### config.mk
export PLATFORM = sky130hd
export DESIGN_NAME = tcw_engine
export DESIGN_NICKNAME = d
export VERILOG_FILES = /design/src/rtl/tcw_pkg.sv /design/src/rtl/tcw_engine.sv
export SDC_FILE = /design/constraint.sdc
export NUM_CORES = 1
export LEC_CHECK = 0
export CAP_MARGIN = 25
export CORE_ASPECT_RATIO = 0.75
export CORE_MARGIN = 5
export CORE_UTILIZATION = 64
export DETAILED_ROUTE_END_ITERATION = 6
export DONT_BUFFER_PORTS = 1
export GPL_TIMING_DRIVEN = 1
export PLACE_DENSITY = 0.8
export REMOVE_ABC_BUFFERS = 1
export SLEW_MARGIN = 15
export SYNTH_ARGS = -nofsm -noshare
export SYNTH_HDL_FRONTEND = slang
export SYNTH_SLANG_ARGS = --single-unit
### constraint.sdc
create_clock -name clk -period 5.4 [get_ports clk]
set_input_delay 1.08 -clock clk [delete_from_list [all_inputs] [get_ports clk]]
set_output_delay 1.08 -clock clk [all_outputs]
set_load 0.005 [all_outputs]
### src/rtl/tcw_pkg.sv
// tcw_pkg: request/response payload types and fixed codes of the text console writer.
// No dependencies; used by every module under rtl/.
package tcw_pkg;

	// Command codes carried in the request
	localparam logic [2:0] CMD_PUT   = 3'd0;
	localparam logic [2:0] CMD_BKSP  = 3'd1;
	localparam logic [2:0] CMD_CLEAR = 3'd2;
	localparam logic [2:0] CMD_SETCUR = 3'd3;
	localparam logic [2:0] CMD_READ  = 3'd4;

	// Control bytes handled by put char
	localparam logic [7:0] CH_LF  = 8'h0A;
	localparam logic [7:0] CH_CR  = 8'h0D;
	localparam logic [7:0] CH_TAB = 8'h09;

	localparam logic [7:0] BLANK_CHAR = 8'h20;
	localparam logic [7:0] RESET_ATTR = 8'h07;
	localparam int         TAB_STOP   = 8;
	localparam int         CELL_W     = 16;

	// Configuration port
	localparam int         CFG_ADDR_W    = 3;
	localparam logic       REG_TEXT_ATTR = 1'b0;

	typedef struct packed {
		logic [2:0] cmd;
		logic [7:0] char_code;
		logic [4:0] target_row;
		logic [6:0] target_col;
	} req_t;

	typedef struct packed {
		logic [4:0]  cursor_row;
		logic [6:0]  cursor_col;
		logic [10:0] cursor_linear;
		logic [7:0]  cell_char;
		logic [7:0]  cell_attr;
	} rsp_t;

endpackage

### src/rtl/tcw_engine.sv
// tcw_engine: command sequencer, cursor state and shared address multiplier.
// Depends on tcw_pkg; drives the write and read ports of tcw_cell_mem.
module tcw_engine #(
	parameter int SCREEN_WIDTH  = 80,
	parameter int SCREEN_HEIGHT = 25,
	localparam int CELLS = SCREEN_WIDTH * SCREEN_HEIGHT,
	localparam int AW    = $clog2(CELLS)
) (
	input  logic                          clk,
	input  logic                          arst_n,
	input  logic                          req_valid,
	output logic                          req_stall,
	input  tcw_pkg::req_t                 req,
	output logic                          rsp_valid,
	input  logic                          rsp_stall,
	output tcw_pkg::rsp_t                 rsp,
	input  logic [7:0]                    text_attr,
	output logic                          mem_we,
	output logic [AW-1:0]                 mem_waddr,
	output logic [tcw_pkg::CELL_W-1:0]    mem_wdata,
	output logic                          mem_re,
	output logic [AW-1:0]                 mem_raddr,
	input  logic [tcw_pkg::CELL_W-1:0]    mem_rdata
);

	localparam int RW   = $clog2(SCREEN_HEIGHT + 1);
	localparam int CW   = $clog2(SCREEN_WIDTH);
	localparam int CNTW = $clog2(CELLS + 1);

	localparam logic [CNTW-1:0] CNT_END    = CNTW'(CELLS);
	localparam logic [CNTW-1:0] CNT_LAST   = CNTW'(CELLS - 1);
	localparam logic [CNTW-1:0] CNT_BOTTOM = CNTW'(CELLS - SCREEN_WIDTH);
	localparam logic [CNTW-1:0] CNT_ROW1   = CNTW'(SCREEN_WIDTH);
	localparam logic [RW-1:0]   ROW_END    = RW'(SCREEN_HEIGHT);
	localparam logic [RW-1:0]   ROW_LAST   = RW'(SCREEN_HEIGHT - 1);
	localparam logic [CW-1:0]   COL_LAST   = CW'(SCREEN_WIDTH - 1);
	localparam logic [CW:0]     TAB_STEP   = (CW+1)'(tcw_pkg::TAB_STOP);
	localparam logic [CW:0]     TAB_MASK   = ~((CW+1)'(tcw_pkg::TAB_STOP - 1));
	localparam logic [CW:0]     COL_END_X  = (CW+1)'(SCREEN_WIDTH);

	typedef enum logic [3:0] {
		S_INIT, S_IDLE, S_DEC, S_ADR, S_PUTW, S_BSW, S_RD, S_RDC,
		S_CHK, S_SCR, S_SBLANK, S_FILL, S_FIN, S_OUT
	} state_t;

	state_t                     state_q;
	tcw_pkg::req_t              req_q;
	logic [RW-1:0]              row_q;
	logic [CW-1:0]              col_q;
	logic [AW-1:0]              lin_q;
	logic [CNTW-1:0]            cnt_q;
	logic [AW-1:0]              dst_q;
	logic                       scr_v_q;
	logic [tcw_pkg::CELL_W-1:0] cell_q;
	logic                       rsp_valid_q;
	tcw_pkg::rsp_t              rsp_q;

	logic [AW-1:0] mul_row;
	logic [AW-1:0] mul_col;
	logic [AW-1:0] lin_calc;
	logic [CW:0]   tab_col;
	logic          rd_ok;
	logic          row_ok;
	logic          col_ok;

	assign req_stall = (state_q != S_IDLE);
	assign rsp_valid = rsp_valid_q;
	assign rsp       = rsp_q;

	assign row_ok = 8'(req_q.target_row) < 8'(SCREEN_HEIGHT);
	assign col_ok = 9'(req_q.target_col) < 9'(SCREEN_WIDTH);
	assign rd_ok  = row_ok && col_ok;
	assign tab_col = ({1'b0, col_q} + TAB_STEP) & TAB_MASK;

	// Shared address unit: cursor or read target, row * width + column
	always_comb begin
		mul_row = AW'(row_q);
		mul_col = AW'(col_q);
		if (state_q == S_ADR && req_q.cmd == tcw_pkg::CMD_READ) begin
			mul_row = AW'(req_q.target_row);
			mul_col = AW'(req_q.target_col);
		end
		lin_calc = AW'(mul_row * AW'(SCREEN_WIDTH)) + mul_col;
	end

	always_comb begin
		mem_we    = 1'b0;
		mem_waddr = lin_q;
		mem_wdata = {text_attr, tcw_pkg::BLANK_CHAR};
		mem_re    = 1'b0;
		mem_raddr = lin_q;
		unique case (state_q)
			S_INIT: begin
				mem_we    = 1'b1;
				mem_waddr = cnt_q[AW-1:0];
				mem_wdata = {tcw_pkg::RESET_ATTR, tcw_pkg::BLANK_CHAR};
			end
			S_FILL, S_SBLANK: begin
				mem_we    = 1'b1;
				mem_waddr = cnt_q[AW-1:0];
			end
			S_PUTW: begin
				mem_we    = 1'b1;
				mem_wdata = {text_attr, req_q.char_code};
			end
			S_BSW: begin
				mem_we = 1'b1;
			end
			S_SCR: begin
				// read one row ahead, write the previous read back one row up
				mem_we    = scr_v_q;
				mem_waddr = dst_q;
				mem_wdata = mem_rdata;
				mem_re    = (cnt_q != CNT_END);
				mem_raddr = cnt_q[AW-1:0];
			end
			S_RD: begin
				mem_re = 1'b1;
			end
			default: begin
			end
		endcase
	end

	always_ff @(posedge clk or negedge arst_n) begin
		if (!arst_n) begin
			state_q     <= S_INIT;
			req_q       <= '0;
			row_q       <= '0;
			col_q       <= '0;
			lin_q       <= '0;
			cnt_q       <= '0;
			dst_q       <= '0;
			scr_v_q     <= 1'b0;
			cell_q      <= '0;
			rsp_valid_q <= 1'b0;
			rsp_q       <= '0;
		end else begin
			// S_OUT reloads the register itself
			if (rsp_valid_q && !rsp_stall && state_q != S_OUT) begin
				rsp_valid_q <= 1'b0;
			end
			unique case (state_q)
				S_INIT: begin
					if (cnt_q == CNT_LAST) begin
						cnt_q   <= '0;
						state_q <= S_IDLE;
					end else begin
						cnt_q <= cnt_q + 1'b1;
					end
				end
				S_IDLE: begin
					if (req_valid) begin
						req_q   <= req;
						state_q <= S_DEC;
					end
				end
				S_DEC: begin
					cell_q <= '0;
					unique case (req_q.cmd)
						tcw_pkg::CMD_PUT: begin
							priority if (req_q.char_code == tcw_pkg::CH_LF) begin
								col_q   <= '0;
								row_q   <= row_q + 1'b1;
								state_q <= S_CHK;
							end else if (req_q.char_code == tcw_pkg::CH_CR) begin
								col_q   <= '0;
								state_q <= S_FIN;
							end else if (req_q.char_code == tcw_pkg::CH_TAB) begin
								if (tab_col >= COL_END_X) begin
									col_q <= '0;
									row_q <= row_q + 1'b1;
								end else begin
									col_q <= tab_col[CW-1:0];
								end
								state_q <= S_CHK;
							end else begin
								state_q <= S_ADR;
							end
						end
						tcw_pkg::CMD_BKSP: begin
							if (col_q != '0) begin
								col_q <= col_q - 1'b1;
							end else if (row_q != '0) begin
								row_q <= row_q - 1'b1;
								col_q <= COL_LAST;
							end
							state_q <= S_ADR;
						end
						tcw_pkg::CMD_CLEAR: begin
							row_q   <= '0;
							col_q   <= '0;
							cnt_q   <= '0;
							state_q <= S_FILL;
						end
						tcw_pkg::CMD_SETCUR: begin
							row_q   <= row_ok ? RW'(req_q.target_row) : ROW_LAST;
							col_q   <= col_ok ? CW'(req_q.target_col) : COL_LAST;
							state_q <= S_FIN;
						end
						tcw_pkg::CMD_READ: begin
							state_q <= rd_ok ? S_ADR : S_FIN;
						end
						default: begin
							state_q <= S_FIN;
						end
					endcase
				end
				S_ADR: begin
					lin_q <= lin_calc;
					unique case (req_q.cmd)
						tcw_pkg::CMD_PUT:  state_q <= S_PUTW;
						tcw_pkg::CMD_BKSP: state_q <= S_BSW;
						default:           state_q <= S_RD;
					endcase
				end
				S_PUTW: begin
					if (col_q == COL_LAST) begin
						col_q <= '0;
						row_q <= row_q + 1'b1;
					end else begin
						col_q <= col_q + 1'b1;
					end
					state_q <= S_CHK;
				end
				S_BSW: begin
					state_q <= S_FIN;
				end
				S_RD: begin
					state_q <= S_RDC;
				end
				S_RDC: begin
					cell_q  <= mem_rdata;
					state_q <= S_FIN;
				end
				S_CHK: begin
					if (row_q == ROW_END) begin
						cnt_q   <= CNT_ROW1;
						scr_v_q <= 1'b0;
						state_q <= S_SCR;
					end else begin
						state_q <= S_FIN;
					end
				end
				S_SCR: begin
					if (cnt_q != CNT_END) begin
						scr_v_q <= 1'b1;
						dst_q   <= AW'(cnt_q - CNT_ROW1);
						cnt_q   <= cnt_q + 1'b1;
					end else begin
						scr_v_q <= 1'b0;
						cnt_q   <= CNT_BOTTOM;
						state_q <= S_SBLANK;
					end
				end
				S_SBLANK: begin
					if (cnt_q == CNT_LAST) begin
						row_q   <= ROW_LAST;
						state_q <= S_FIN;
					end else begin
						cnt_q <= cnt_q + 1'b1;
					end
				end
				S_FILL: begin
					if (cnt_q == CNT_LAST) begin
						state_q <= S_FIN;
					end else begin
						cnt_q <= cnt_q + 1'b1;
					end
				end
				S_FIN: begin
					lin_q   <= lin_calc;
					state_q <= S_OUT;
				end
				S_OUT: begin
					if (!rsp_valid_q || !rsp_stall) begin
						rsp_q.cursor_row    <= 5'(row_q);
						rsp_q.cursor_col    <= 7'(col_q);
						rsp_q.cursor_linear <= 11'(lin_q);
						rsp_q.cell_char     <= cell_q[7:0];
						rsp_q.cell_attr     <= cell_q[15:8];
						rsp_valid_q         <= 1'b1;
						state_q             <= S_IDLE;
					end
				end
				default: begin
					state_q <= S_IDLE;
				end
			endcase
		end
	end

endmodule

==> impl_metrics.ini <==
[outcome]
run_status = complete, no violations

[setup_path]
worst_path_required_time_ns = 5.70
setup.worst_path.start_class = register
path_class = register to register
cp.arrival_ns = 4.72
critPathMaxFanout = 27
timing.critical_path.to_type = register

[synthesis]
synth_xor_area_share_pct = 2.61
flop_and_latch_count_out_of_synthesis = 129
synth_compound_area_share_pct = 21.9
syn-instance-count = 820
synthArstFlopShare_pct = 100
synth_simple_gate_area_share_pct = 16.6
yosys_warnings = 0
seq_area_frac_synth_pct = 41.7
synth_cell_type_count = 80
post-synth-top-area-fraction_pct = 41.7
synth.area.mux_share_pct = 8.61
top_cells_by_area_synth = dfrtp_1 42%, mux2_2 8.2%, nand2_1 5.7%
yosys.area.top_type = dfrtp_1
syn-mean-instance-area_um2 = 9.43
post_synth_fa_ha_maj_area_fraction_pct = 4.08
ys.flop_type = dfrtp_1
post_synthesis_cell_area_um2 = 7730
synth_top_family_by_area = compound AO/OA/AOI/OAI gates
synth-edff-count = 0

[drt]
drtAntennaViolNets = 0
dr.first_iter.drc_count = 806
route.final.wire_length_um = 20900
dr.pass1.iters = 7
drt-vias-per-instance = 6.88
avgRoutedWirePerCell_um = 21.6
route.vias.total = 6684
route.detailed.drc = 0

[global_routing]
grt_pass1_vias = 6412
initial_antenna_violation_count = 0
grt_first_pass_wirelength_um = 34100
gr_usage_total_pct = 29.7
pin_count_of_the_biggest_net_entering_global_routing = 130
overflow = 0

[final_layout]
layout_cell_share_with_drive_strength_beyond_1_pct = 14.6
final_nets = 871
insertedDiodeCount = 0
final_core_utilization_pct = 71.9
area.growth.synth_to_final_pct = 8.82
mostFrequentLayoutCell = dfrtp_1
mostFrequentLayoutCells = 129 x dfrtp_1, 117 x nand2_1, 75 x o21ai_0, 56 x mux2_2, 48 x nor2_1

[timing]
clock.fmax_mhz = 226
finalSetupTns_ns = 0
fin_ws_ns = 0.980
hold_viol_final = 0
final_min_period_over_clock_period_pct = 81.9
min_period_ns = 4.42
worst-slew-pin-transition_ns = 0.954
final-max-slew-violation-count = 0
timing.max_slew.rel_slack_pct = 36.4
timing.final.setup_violations = 0
unrepaired_setup_endpoints_after_global_routing = false
finalClockSkew_ns = 0.00968

[min_path]
hold_path_class = input port to async pin

[clock_tree]
cts_hold_buffers_added = 0
worst_setup_hold_path_clk_slew_ns = 0.06
cts.repair_timing.setup_buffer_count = 0
clk_latency_ns = 0.42
tritoncts = built
htreeDepth = 4
post_cts_resized = 0
clk_root_buffer_cell = clkbuf_16
clock_tree.buffer_depth = 2
clock_sinks = 129
cts_buffers = 17

[power]
vdd_ir_drop_max_uv = 210
fin_total_pwr_mw = 2.16
leakage_nw = 3.84
cellPowerDensity_nw_per_um2 = 256

[die]
fp.dieArea_um2 = 14400
fp.dieH_um = 105
start_util_pct = 66.1
die_x_um = 137
core.rowCount = 34
coreArea_um2 = 11700
ioPinCount = 132

[placement]
dp_slack_ns = 1.03
io_buffers = 0
routabilityCongestion = 0.969
post-dp-hpwl_um = 14600

[run]
maxCapViolations = 0
sequential cells by signal (all words and copies together) (netlist names):
register / count
rsp_valid: 1
rsp: 39
cell_q: 16
scr_v_q: 1
lin_q: 11
cnt_q: 11
dst_q: 11
row_q: 5
col_q: 7
req_q: 23
state_q: 4
cell type report:
cell class,instances,area [µm²]
multi-input cells,611,4180
fillers,874,3280
flip-flops and latches,129,3230
clock buffers,19,433
well taps,162,203
clock inverters,13,176
repair buffers,13,105
inverters,24,90.1
metal layers:
metal	global-route usage (%)	routed length [µm]
met1	40.9	8550
met2	45.5	9540
met3	8.98	2390
met4	9.12	445
met5	0	0
cells by family after synthesis:
logic type	count (synthesis)
flip-flops	129
XOR/XNOR	23
AND/OR/NAND/NOR	262
AO/OA/AOI/OAI	243
buffers and inverters	80
adder cells (fa/ha/maj)	24
multiplexers	59
synthesized netlist by cell type (all sizes together), types with 7 or more instances:
library cell / count
xor2: 10
a22oi: 12
nor3: 13
dfrtp: 129
a22o: 38
nor2: 49
o31ai: 9
nor2b: 9
nand2: 118
a21oi: 24
o22ai: 7
o21ai: 78
inv: 23
buf: 30
clkbuf: 26
nand3: 21
a31oi: 14
and3: 11
mux2: 57
xnor2: 13
ha: 22
power breakdown:
group / switching [mW] / internal, mW
Sequential: 0.0000000000000000256 / 0.967
Combinational: 0.00198 / 0.00260
Clock: 0.448 / 0.736
Total: 0.450 / 1.71
per-stage QoR:
stage | instance area (µm²) | std cells | hold slack [ns]
final | 8410 | 971 | 0.357
after global routing | 8410 | 971 | 0.333
after CTS | 8400 | 969 | 0.344
after detailed placement | 7790 | 937 | 0.468
after global placement | 7770 | 936 | 0.458
after floorplan | 7480 | 764 | 0.439
path summary, 6_finish.rpt:
path / startpoint / to / slack, ns / cells past startpoint
max: state_q[3]$_DFFE_PN0P_ / lin_q[10]$_DFFE_PN0P_ / 0.98 / 12
min: arst_n / rsp[0]$_DFFE_PN0P_ / 0.36 / 0
max reg2reg: state_q[3]$_DFFE_PN0P_ / lin_q[10]$_DFFE_PN0P_ / 0.98 / 12
min reg2reg: dst_q[7]$_DFFE_PN0P_ / dst_q[7]$_DFFE_PN0P_ / 0.48 / 2
max in group asynchronous: arst_n / col_q[3]$_DFFE_PN0P_ / 4.83 / 0
min in group clk: dst_q[7]$_DFFE_PN0P_ / dst_q[7]$_DFFE_PN0P_ / 0.48 / 2
critical path: stages (launching register included):
cell,delay (ns)
dfrtp_1,0.37
or2_1,0.30
nor2_1,0.33
and3_1,0.78
o21ai_0,0.30
ha_1,0.35
ha_1,0.23
fa_1,0.55
o211ai_1,0.14
or4bb_1,0.50
nand4_1,0.13
xnor2_1,0.08
mux2_2,0.26
Note: power is estimated with default switching activity, not from simulation.
