<file path="src/rtl/tcw_pkg.sv">
// tcw_pkg: request/response payload types and fixed codes of the text console writer.
// No dependencies; used by every module under rtl/.
package tcw_pkg;

	// Command codes carried in the request
	localparam logic [2:0] CMD_PUT   = 3'd0;
	localparam logic [2:0] CMD_BKSP  = 3'd1;
	localparam logic [2:0] CMD_CLEAR = 3'd2;
	localparam logic [2:0] CMD_SETCUR = 3'd3;
	localparam logic [2:0] CMD_READ  = 3'd4;

	// Control bytes handled by put char
	localparam logic [7:0] CH_LF  = 8'h0A;
	localparam logic [7:0] CH_CR  = 8'h0D;
	localparam logic [7:0] CH_TAB = 8'h09;

	localparam logic [7:0] BLANK_CHAR = 8'h20;
	localparam logic [7:0] RESET_ATTR = 8'h07;
	localparam int         TAB_STOP   = 8;
	localparam int         CELL_W     = 16;

	// Configuration port
	localparam int         CFG_ADDR_W    = 3;
	localparam logic       REG_TEXT_ATTR = 1'b0;

	typedef struct packed {
		logic [2:0] cmd;
		logic [7:0] char_code;
		logic [4:0] target_row;
		logic [6:0] target_col;
	} req_t;

	typedef struct packed {
		logic [4:0]  cursor_row;
		logic [6:0]  cursor_col;
		logic [10:0] cursor_linear;
		logic [7:0]  cell_char;
		logic [7:0]  cell_attr;
	} rsp_t;

endpackage

</file>
<file path="src/rtl/tcw_cfg_regs.sv">
// tcw_cfg_regs: APB-style register block holding the text attribute.
// Depends on tcw_pkg for the address width and register index.
module tcw_cfg_regs (
	input  logic                              clk,
	input  logic                              arst_n,
	input  logic                              psel,
	input  logic                              penable,
	input  logic                              pwrite,
	input  logic [tcw_pkg::CFG_ADDR_W-1:0]    paddr,
	input  logic [31:0]                       pwdata,
	output logic [31:0]                       prdata,
	output logic                              pready,
	output logic [7:0]                        text_attr
);

	logic [7:0] attr_q;
	logic       reg_idx;

	assign reg_idx   = paddr[2];
	assign pready    = 1'b1;
	assign text_attr = attr_q;

	always_ff @(posedge clk or negedge arst_n) begin
		if (!arst_n) begin
			attr_q <= tcw_pkg::RESET_ATTR;
		end else if (psel && penable && pwrite && pready
				&& reg_idx == tcw_pkg::REG_TEXT_ATTR) begin
			attr_q <= pwdata[7:0];
		end
	end

	always_comb begin
		prdata = '0;
		if (reg_idx == tcw_pkg::REG_TEXT_ATTR) begin
			prdata = {24'd0, attr_q};
		end
	end

endmodule

</file>
<file path="config.mk">
export PLATFORM = sky130hd
export DESIGN_NAME = tcw_cfg_regs
export DESIGN_NICKNAME = d
export VERILOG_FILES = /design/src/rtl/tcw_pkg.sv /design/src/rtl/tcw_cfg_regs.sv
export SDC_FILE = /design/constraint.sdc
export NUM_CORES = 1
export LEC_CHECK = 0
export BUFFER_PORTS_ARGS = -buffer_cell sky130_fd_sc_hd__buf_2
export CAP_MARGIN = 20
export CORE_MARGIN = 3
export CORE_UTILIZATION = 30
export CTS_CLUSTER_DIAMETER = 30
export DETAILED_ROUTE_END_ITERATION = 16
export GPL_TIMING_DRIVEN = 0
export PLACE_DENSITY = 0.8
export SYNTH_ARGS = -nofsm -noshare
export SYNTH_HDL_FRONTEND = slang
export SYNTH_SLANG_ARGS = --single-unit
</file>
<file path="constraint.sdc">
create_clock -name clk -period 0.93 [get_ports clk]
set_input_delay 0.186 -clock clk [delete_from_list [all_inputs] [get_ports clk]]
set_output_delay 0.186 -clock clk [all_outputs]
set_load 0.02 [all_outputs]
</file>
==> results of run 1 <==
==> critical path: cells and delay by family, from the launching register on <==
| kind | cells | cell delay [ns] |
|---|---|---|
| flip-flops | 1 | 0.54 |
| AND/OR/NAND/NOR | 1 | 0.15 |
| buffers and inverters | 1 | 0.11 |
==> logic make-up after synthesis <==
logic type,Yosys count,share of synthesized area (%)
mux,8,15.5
simple gates,9,16.1
buf+inv,25,32.2
flops,8,35.0
other cells,2,1.29
==> final timing paths <==
check,startpoint,to,slack [ns]
max,text_attr[0]$_DFFE_PN1P_,prdata[0],-0.29
min,pwdata[3],text_attr[3]$_DFFE_PN0P_,0.17
max reg2reg,text_attr[5]$_DFFE_PN0P_,text_attr[5]$_DFFE_PN0P_,-0.03
min reg2reg,text_attr[4]$_DFFE_PN0P_,text_attr[4]$_DFFE_PN0P_,0.61
max in group asynchronous,arst_n,text_attr[0]$_DFFE_PN1P_,0.37
min in group asynchronous,arst_n,text_attr[7]$_DFFE_PN0P_,0.30
==> layout make-up <==
class | count | area share (%)
buffer | 25 | 17.7
tap | 25 | 2.96
multi-input combinational | 42 | 26.6
clock buffer | 4 | 2.48
sequential | 8 | 19.3
timing repair buffer | 37 | 31.0
==> cell usage in the layout, fill, tap and decap left out <==
cell	synthesis	routed
buf_4	25	25
clkbuf_4	0	3
and2b_2	8	8
buf_2	0	14
mux2_4	0	1
dfrtp_1	5	5
conb_1	2	25
buf_6	0	22
dfstp_2	3	3
nand4b_4	1	1
clkbuf_1	0	1
dlygate4sd3_1	0	1
mux2_2	8	7
==> power by group through the flow <==
stage | combinational (µW) | sequential (µW) | clock [µW]
finish | 952 | 500 | 284
global route | 1010 | 507 | 320
CTS | 929 | 492 | 287
detailed placement | 624 | 500 | 0
global placement | 619 | 492 | 0
floorplan | 352 | 596 | 0
==> per-stage QoR <==
step                      TNS (ns)  util (%)  instance area (µm²)  power (µW)  hold slack [ns]
after detailed placement     -1.06      47.4                  846        1120           0.0385
after global placement      -0.933      47.4                  846        1110           0.0360
after global routing         -3.77      59.4                 1060        1830            0.169
final                        -3.22      59.4                 1060        1730            0.165
after floorplan             -0.121         -                  669         948           -0.110
after CTS                    -3.24      58.8                 1050        1710            0.167
==> routing by layer <==
| metal | wire (µm) | vias up | GRT usage, % | part of all wire, % |
|---|---|---|---|---|
| met5 | 0 | - | 0 | 0 |
| met4 | 0 | 0 | 2.76 | 0 |
| met1 | 435 | 209 | 10.5 | 31 |
| met3 | 192 | 0 | 5.44 | 14 |
| met2 | 757 | 31 | 20.2 | 55 |
| li1 | - | 244 | - | - |
==> what timing repair did <==
item | CTS | global route
endpoints found under the setup margin | 16 | 17
buffers inserted | 7 | 0
hold buffers | 1 | 0
hold endpoints to repair | 8 | 0
resized for setup | 35 | 3
==> impl_metrics.yaml, run 1 <==
finish:
  largest_reg_flops: 8
  final_nets: 157
  fin_cells: 141
  syn_to_final_growth_pct: 81.5
  fill_cells: 149
  multi_input_area_um2: 282
  drive_gt1_share_pct: 72.4
  diodes: 0
  register_area_um2: 204
sta:
  final.period_utilization_pct: 132
  finalMaxSlewViolations: 0
  finalHoldViolCount: 0
  rsz0062_at_grt: "yes"
  timing.final.ws_setup_ns: -0.294
  setup_violations: 17
  period_minus_slack_ns: 1.22
  finClkSkew_ns: 0
  clock.fmax_mhz: 817
drt:
  finalWirelength_um: 1390
  drt_iter0_markers: 0
  viasPerCell: 3.43
  dr.pass1.iters: 1
  ant_nets: 0
  wl_per_cell_um: 9.82
  drc: 0
  vias: 484
power_and_ir_drop:
  power_per_cell_area_mw_per_mm2: 1640
  power_switching_share_pct: 34.2
  internal_power_uw: 1140
  vdd_drop_max_uv: 668
  p_seq_share_pct: 28.8
  pwr-share-comb_pct: 54.9
  clkPwrFrac_pct: 16.3
  p_leak_uw: 0.000613
  netSwitchingPower_uw: 594
critical_path:
  max_stage_delay_ns: 0.54
  crit_chain: "and2b_2, buf_6"
  cp.arrival_ns: 1.04
  rr_worst_depth: 3
  critPathLaunchType: "flip-flop"
  cp.required_ns: 0.74
  cp-end-kind: "primary output"
  crit_slowest_cell: "dfstp_2"
  path_class: "reg2out"
  critical_path_peak_fanout: 3
synthesis:
  synth_top_flop_cell: "dfrtp_1"
  synth.most_common_cell: "buf_4"
  synth_edf_count: 0
  syn_area_per_cell_um2: 11.2
  synth_cell_types: 7
  ys_ff_latch: 8
  ys_warn_count: 0
  synthTopCellsByCount: "buf_4, and2b_2, mux2_2, dfrtp_1, dfstp_2"
  synthTopCellsByArea: "buf_4, dfrtp_1, mux2_2"
  synth_top_cell_area_share_pct: 32.2
  ys_async_sr_fraction_pct: 100
  postSynthCellCount: 52
  synth_top_area_cell: "buf_4"
  ys_seq_area_share_pct: 35.0
  synth_area_um2: 583
die:
  die-area_mm2: 0.00251
  rows: 15
  die_h_um: 50.1
  ios: 81
  design.core.area_mm2: 0.00178
  start_util_pct: 32.7
  die_x_um: 50.1
global_routing:
  grt_usage_pct: 10.9
  grt_pass1_vias: 469
  antenna_found_initial: 0
  grt_start_max_net_pins: 10
  grt_pass1_wl_um: 2080
  grt-ovfl-total: 0
clock_network:
  clockBufferDepth: 2
  clk_latency_ns: 0.24
  htree_levels: 1
  numCtsBuffers: 3
  cts_sinks: 8
  clkTransAtPathRegs_ns: 0.06
  cts_tree: "done"
  cts_root_buf: "clkbuf_4"
hold_path:
  hold_depth: 2
  worst_hold_path_type: "in2reg"
place:
  dp_cells: 129
  dpl_worst_slack_ns: -0.134
  routabilityCongestion: 0.625
  numPortBuffers: 29
flow_run:
  cap_violations: 0
outcome:
  outcome: "finished, violations left"
  violations: "setup timing"
(Power assumes the default switching activity.)
==> inputs of run 2 (changes only) <==
--- a/config.mk
+++ b/config.mk
@@ -13,6 +13,7 @@
 export DETAILED_ROUTE_END_ITERATION = 16
 export GPL_TIMING_DRIVEN = 0
 export PLACE_DENSITY = 0.8
+export RECOVER_POWER = 100
 export SYNTH_ARGS = -nofsm -noshare
 export SYNTH_HDL_FRONTEND = slang
 export SYNTH_SLANG_ARGS = --single-unit
==> run 2 against run 1 <==
The run still ends with setup timing left. Worst hold slack did not move. Non-clock buffer count did not move. Largest power group unchanged. Routed wire length fell by 0.14%. Largest cell class unchanged. Clock-buffer cell count did not move. Critical path depth did not move. Highest routed layer unchanged.
==> impl_metrics.yaml, run 2 (same netlist as run 1, synthesis figures left out) <==
outcome:
  outcome: "finished, violations left"
  violations: "setup timing"
global_routing:
  grt-ovfl-total: 0
  grt_pass1_vias: 469
  grt_start_max_net_pins: 10
  antenna_found_initial: 0
  grt_usage_pct: 10.9
  grt_pass1_wl_um: 2080
die:
  ios: 81
  rows: 15
  die_h_um: 50.1
  start_util_pct: 32.7
  design.core.area_mm2: 0.00178
  die-area_mm2: 0.00251
  die_x_um: 50.1
sta:
  finalMaxSlewViolations: 0
  finalHoldViolCount: 0
  hold_ws_ns: 0.165
  clock.fmax_mhz: 817
  timing.final.ws_setup_ns: -0.294
  setup_violations: 17
  rsz0062_at_grt: "yes"
  period_minus_slack_ns: 1.22
  finClkSkew_ns: 0
  final.period_utilization_pct: 132
critical_path:
  cp.arrival_ns: 1.04
  critPathLaunchType: "flip-flop"
  path_class: "reg2out"
  cp.required_ns: 0.74
  crit_slowest_cell: "dfstp_2"
  critical_path_peak_fanout: 3
  crit_buf_inv: 1
  crit_chain: "and2b_2, buf_6"
  cp-end-kind: "primary output"
  crit_family: "flip-flops"
  max_stage_delay_ns: 0.54
clock_network:
  cts_root_buf: "clkbuf_4"
  clk_latency_ns: 0.24
  cts_sinks: 8
  clockBufferDepth: 2
  clkTransAtPathRegs_ns: 0.06
  htree_levels: 1
  cts_tree: "done"
  numCtsBuffers: 3
finish:
  fill_cells: 150
  diodes: 0
  final_nets: 157
  drive_gt1_share_pct: 71.6
  final_cell_mix: "buf_4, conb_1, buf_6"
  largest_reg_flops: 8
  fin_area_mm2: 0.00106
  syn_to_final_growth_pct: 81.3
  fin_cells: 141
drt:
  dr.pass1.iters: 1
  wl_per_cell_um: 9.81
  vias: 484
  viasPerCell: 3.43
  ant_nets: 0
  drc: 0
  drt_iter0_markers: 0
  finalWirelength_um: 1380
place:
  dpl-instance-area_um2: 846
  dp_cells: 129
  numPortBuffers: 29
  dpl_worst_slack_ns: -0.134
  routabilityCongestion: 0.625
flow_run:
  cap_violations: 0
power_and_ir_drop:
  vdd_drop_max_uv: 667
  power_per_cell_area_mw_per_mm2: 1640
  p_leak_uw: 0.000610
  p_total_uw: 1730
hold_path:
  worst_hold_path_type: "in2reg"
==> run 2: changes by cell type in the layout (fill, tap and decap cells not counted), sizes merged <==
cell    delta
buf        -1
clkbuf     +1
==> run 2: final timing paths <==
| check | from | to | slack, ns | cells past startpoint |
|---|---|---|---|---|
| min in group asynchronous | arst_n | text_attr[7]$_DFFE_PN0P_ | 0.39 | 2 |
| min reg2reg | text_attr[4]$_DFFE_PN0P_ | text_attr[4]$_DFFE_PN0P_ | 0.61 | 2 |
| max reg2reg | text_attr[5]$_DFFE_PN0P_ | text_attr[5]$_DFFE_PN0P_ | -0.03 | 3 |
| min | pwdata[3] | text_attr[3]$_DFFE_PN0P_ | 0.17 | 2 |
| max in group asynchronous | arst_n | text_attr[0]$_DFFE_PN1P_ | 0.19 | 2 |
| max | text_attr[0]$_DFFE_PN1P_ | prdata[0] | -0.29 | 2 |
==> run 2: layer usage <==
metal	vias to the layer above	wire length (µm)	track usage (%)
met4	0	0	2.76
met1	209	433	10.5
li1	244	-	-
met5	-	0	0
met2	31	757	20.2
met3	0	192	5.44
==> run 2: layout make-up <==
| class | instances | area [µm²] | area share (%) |
|---|---|---|---|
| Buffer | 25 | 188 | 17.8 |
| Tap cell | 25 | 31.3 | 2.96 |
| Timing Repair Buffer | 37 | 327 | 30.9 |
| Sequential cell | 8 | 204 | 19.3 |
| Clock buffer | 4 | 26.3 | 2.49 |
| Multi-Input combinational cell | 42 | 282 | 26.6 |
==> run 2: worst reg2reg max path, cell delays in order (launching register included) <==
cell,delay (ns)
dfrtp_1,0.38
buf_6,0.12
buf_6,0.10
mux2_4,0.25
==> run 2: timing repair <==
action,CTS,global route
hold buffers,1,0
resized for setup,35,3
hold endpoints to repair,8,0
pin swaps,0,0
gates cloned,0,0
setup endpoints to repair,16,17
setup buffers,7,0
==> run 2: report_power, final <==
| group | leakage (µW) | internal [µW] | switching [µW] |
|---|---|---|---|
| clock network | 0.0000150 | 164 | 119 |
| registers | 0.0000915 | 447 | 52.6 |
| logic | 0.000504 | 529 | 422 |
| total | 0.000610 | 1140 | 594 |
==> run 2: through the flow <==
stage | setup TNS (ns) | util [%]
detailed placement | -1.06 | 47.4
finish | -3.22 | 59.3
CTS | -3.24 | 58.8
global placement | -0.933 | 47.4
global route | -3.77 | 59.3
floorplan | -0.121 | -
==> inputs of run 3 (changes only) <==
--- a/config.mk
+++ b/config.mk
@@ -7,6 +7,7 @@
 export LEC_CHECK = 0
 export BUFFER_PORTS_ARGS = -buffer_cell sky130_fd_sc_hd__buf_2
 export CAP_MARGIN = 20
+export CORE_ASPECT_RATIO = 1.25
 export CORE_MARGIN = 3
 export CORE_UTILIZATION = 30
 export CTS_CLUSTER_DIAMETER = 30
==> run 3 against run 2 <==
The run still ends with setup timing left. Register-to-register slack gained 0.09 ns. Worst setup slack lost 0.021 ns. Flip-flop and latch count is the same. Worst hold slack gained 0.00066 ns. Cell count shrank 4.3%. Clock power is essentially flat. Die area grew 0.13%. First-iteration DRC count grew 1. Total power shrank 0.55%. Combinational power shrank 1%. Clock-buffer cell count is the same.
==> impl_metrics.yaml, run 3 (same netlist as run 1, synthesis figures left out) <==
outcome:
  outcome: "finished, violations left"
  violations: "setup timing"
critical_path:
  crit_slowest_cell: "dfstp_2"
  cp-end-kind: "primary output"
  critPathLaunchType: "flip-flop"
  critical_path_peak_fanout: 3
  cp.arrival_ns: 1.06
  max_stage_delay_ns: 0.55
  path_class: "reg2out"
  cp.required_ns: 0.74
  rrSetupSlack_ns: 0.06
  crit_chain: "and2b_2, buf_6"
global_routing:
  grt_start_max_net_pins: 10
  grt_usage_pct: 12.3
  grt_pass1_wl_um: 2250
  busiest_layer: "met2"
  grt_use_met3_pct: 5.54
  grt_use_met2_pct: 21.0
  grt_util_met1_pct: 11.5
  grt_pass1_vias: 492
  grt-ovfl-total: 0
  antenna_found_initial: 0
finish:
  drive_gt1_share_pct: 71.6
  largest_reg_flops: 8
  final_nets: 157
  mostFrequentLayoutCell: "buf_4"
  diodes: 0
  fin_area_mm2: 0.00104
  syn_to_final_growth_pct: 79.2
  fin_cells: 135
  final_cell_mix: "buf_4, conb_1, buf_6"
  fill_cells: 153
sta:
  finalMaxSlewViolations: 0
  period_minus_slack_ns: 1.24
  finalHoldViolCount: 0
  clock.fmax_mhz: 803
  setup_violations: 16
  finClkSkew_ns: 0
  final.period_utilization_pct: 134
  rsz0062_at_grt: "yes"
  timing.final.ws_setup_ns: -0.315
clock_network:
  cts_root_buf: "clkbuf_4"
  numCtsBuffers: 3
  clkTransAtPathRegs_ns: 0.06
  clockBufferDepth: 2
  cts_tree: "done"
  cts_sinks: 8
  clk_latency_ns: 0.25
  htree_levels: 1
power_and_ir_drop:
  power_per_cell_area_mw_per_mm2: 1650
  p_leak_uw: 0.000605
  vdd_drop_max_uv: 829
hold_path:
  worst_hold_path_type: "in2reg"
place:
  routabilityCongestion: 0.635
  dpl-instance-area_um2: 838
  numPortBuffers: 29
  hpwl_um: 1050
  dp_cells: 123
drt:
  vias: 501
  ant_nets: 0
  dr.pass1.iters: 2
  drc: 0
  drt_iter0_markers: 1
  viasPerCell: 3.71
  finalWirelength_um: 1400
  wl_per_cell_um: 10.3
die:
  die_h_um: 55.3
  die_x_um: 45.4
  design.core.area_mm2: 0.00181
  start_util_pct: 32.2
  die-area_mm2: 0.00251
  rows: 17
  ios: 81
flow_run:
  cap_violations: 0
[run 3: cell count changes in the layout (fill, tap and decap cells not counted)]
cell / delta
buf_6: -1
buf_2: -1
mux2_2: +1
mux2_4: -1
buf_4: +2
[run 3: critical path, delay by kind of cell, from the launching register on]
family	cells	cell delay [ns]
simple gates	1	0.15
buf+inv	1	0.11
flops	1	0.55
[run 3: final timing paths]
path                                            endpoint                startpoint  depth (start not counted)
worst min register to register  text_attr[5]$_DFFE_PN0P_  text_attr[5]$_DFFE_PN0P_                          1
min in group asynchronous       text_attr[7]$_DFFE_PN0P_                    arst_n                          2
max in group asynchronous       text_attr[2]$_DFFE_PN1P_                    arst_n                          2
worst max-delay path                           prdata[0]  text_attr[0]$_DFFE_PN1P_                          2
worst max register to register  text_attr[6]$_DFFE_PN0P_  text_attr[6]$_DFFE_PN0P_                          2
worst min-delay path            text_attr[3]$_DFFE_PN0P_                 pwdata[3]                          2
[run 3: layer usage]
metal | wire length [µm] | vias up
met4 | 0 | 0
met5 | 0 | -
met1 | 420 | 218
met2 | 736 | 39
met3 | 239 | 0
li1 | - | 244
[run 3: area by class of cell]
type,instances,area (µm²),area share [%]
timing repair buffer,37,325,31.1
clock buffer,4,26.3,2.51
sequential,8,204,19.5
multi-input combinational,42,278,26.6
tap,19,23.8,2.28
buffer,25,188,18.0
[run 3: stage by stage]
stage	setup WS [ns]	total power, µW	hold WS, ns	util [%]	setup TNS, ns
after floorplan	-0.0404	948	-0.110	-	-0.121
after global placement	-0.117	1110	0.0340	46.4	-0.918
after detailed placement	-0.142	1130	0.0425	46.4	-1.14
after CTS	-0.305	1700	0.151	56.5	-3.45
after global routing	-0.354	1850	0.149	57.8	-3.97
final	-0.315	1720	0.166	57.8	-3.19
[run 3: what timing repair did]
item                                    4_1_cts  5_1_grt
endpoints found under the hold margin         8        0
setup buffers                                 6        1
cloned                                        0        0
hold buffers                                  1        0
endpoints found under the setup margin       16       16
gates resized for setup                      32        5
[run 3: power by group]
group | internal [µW] | switching, µW
clock network | 164 | 119
registers | 447 | 54.6
logic | 523 | 417
total | 1130 | 591
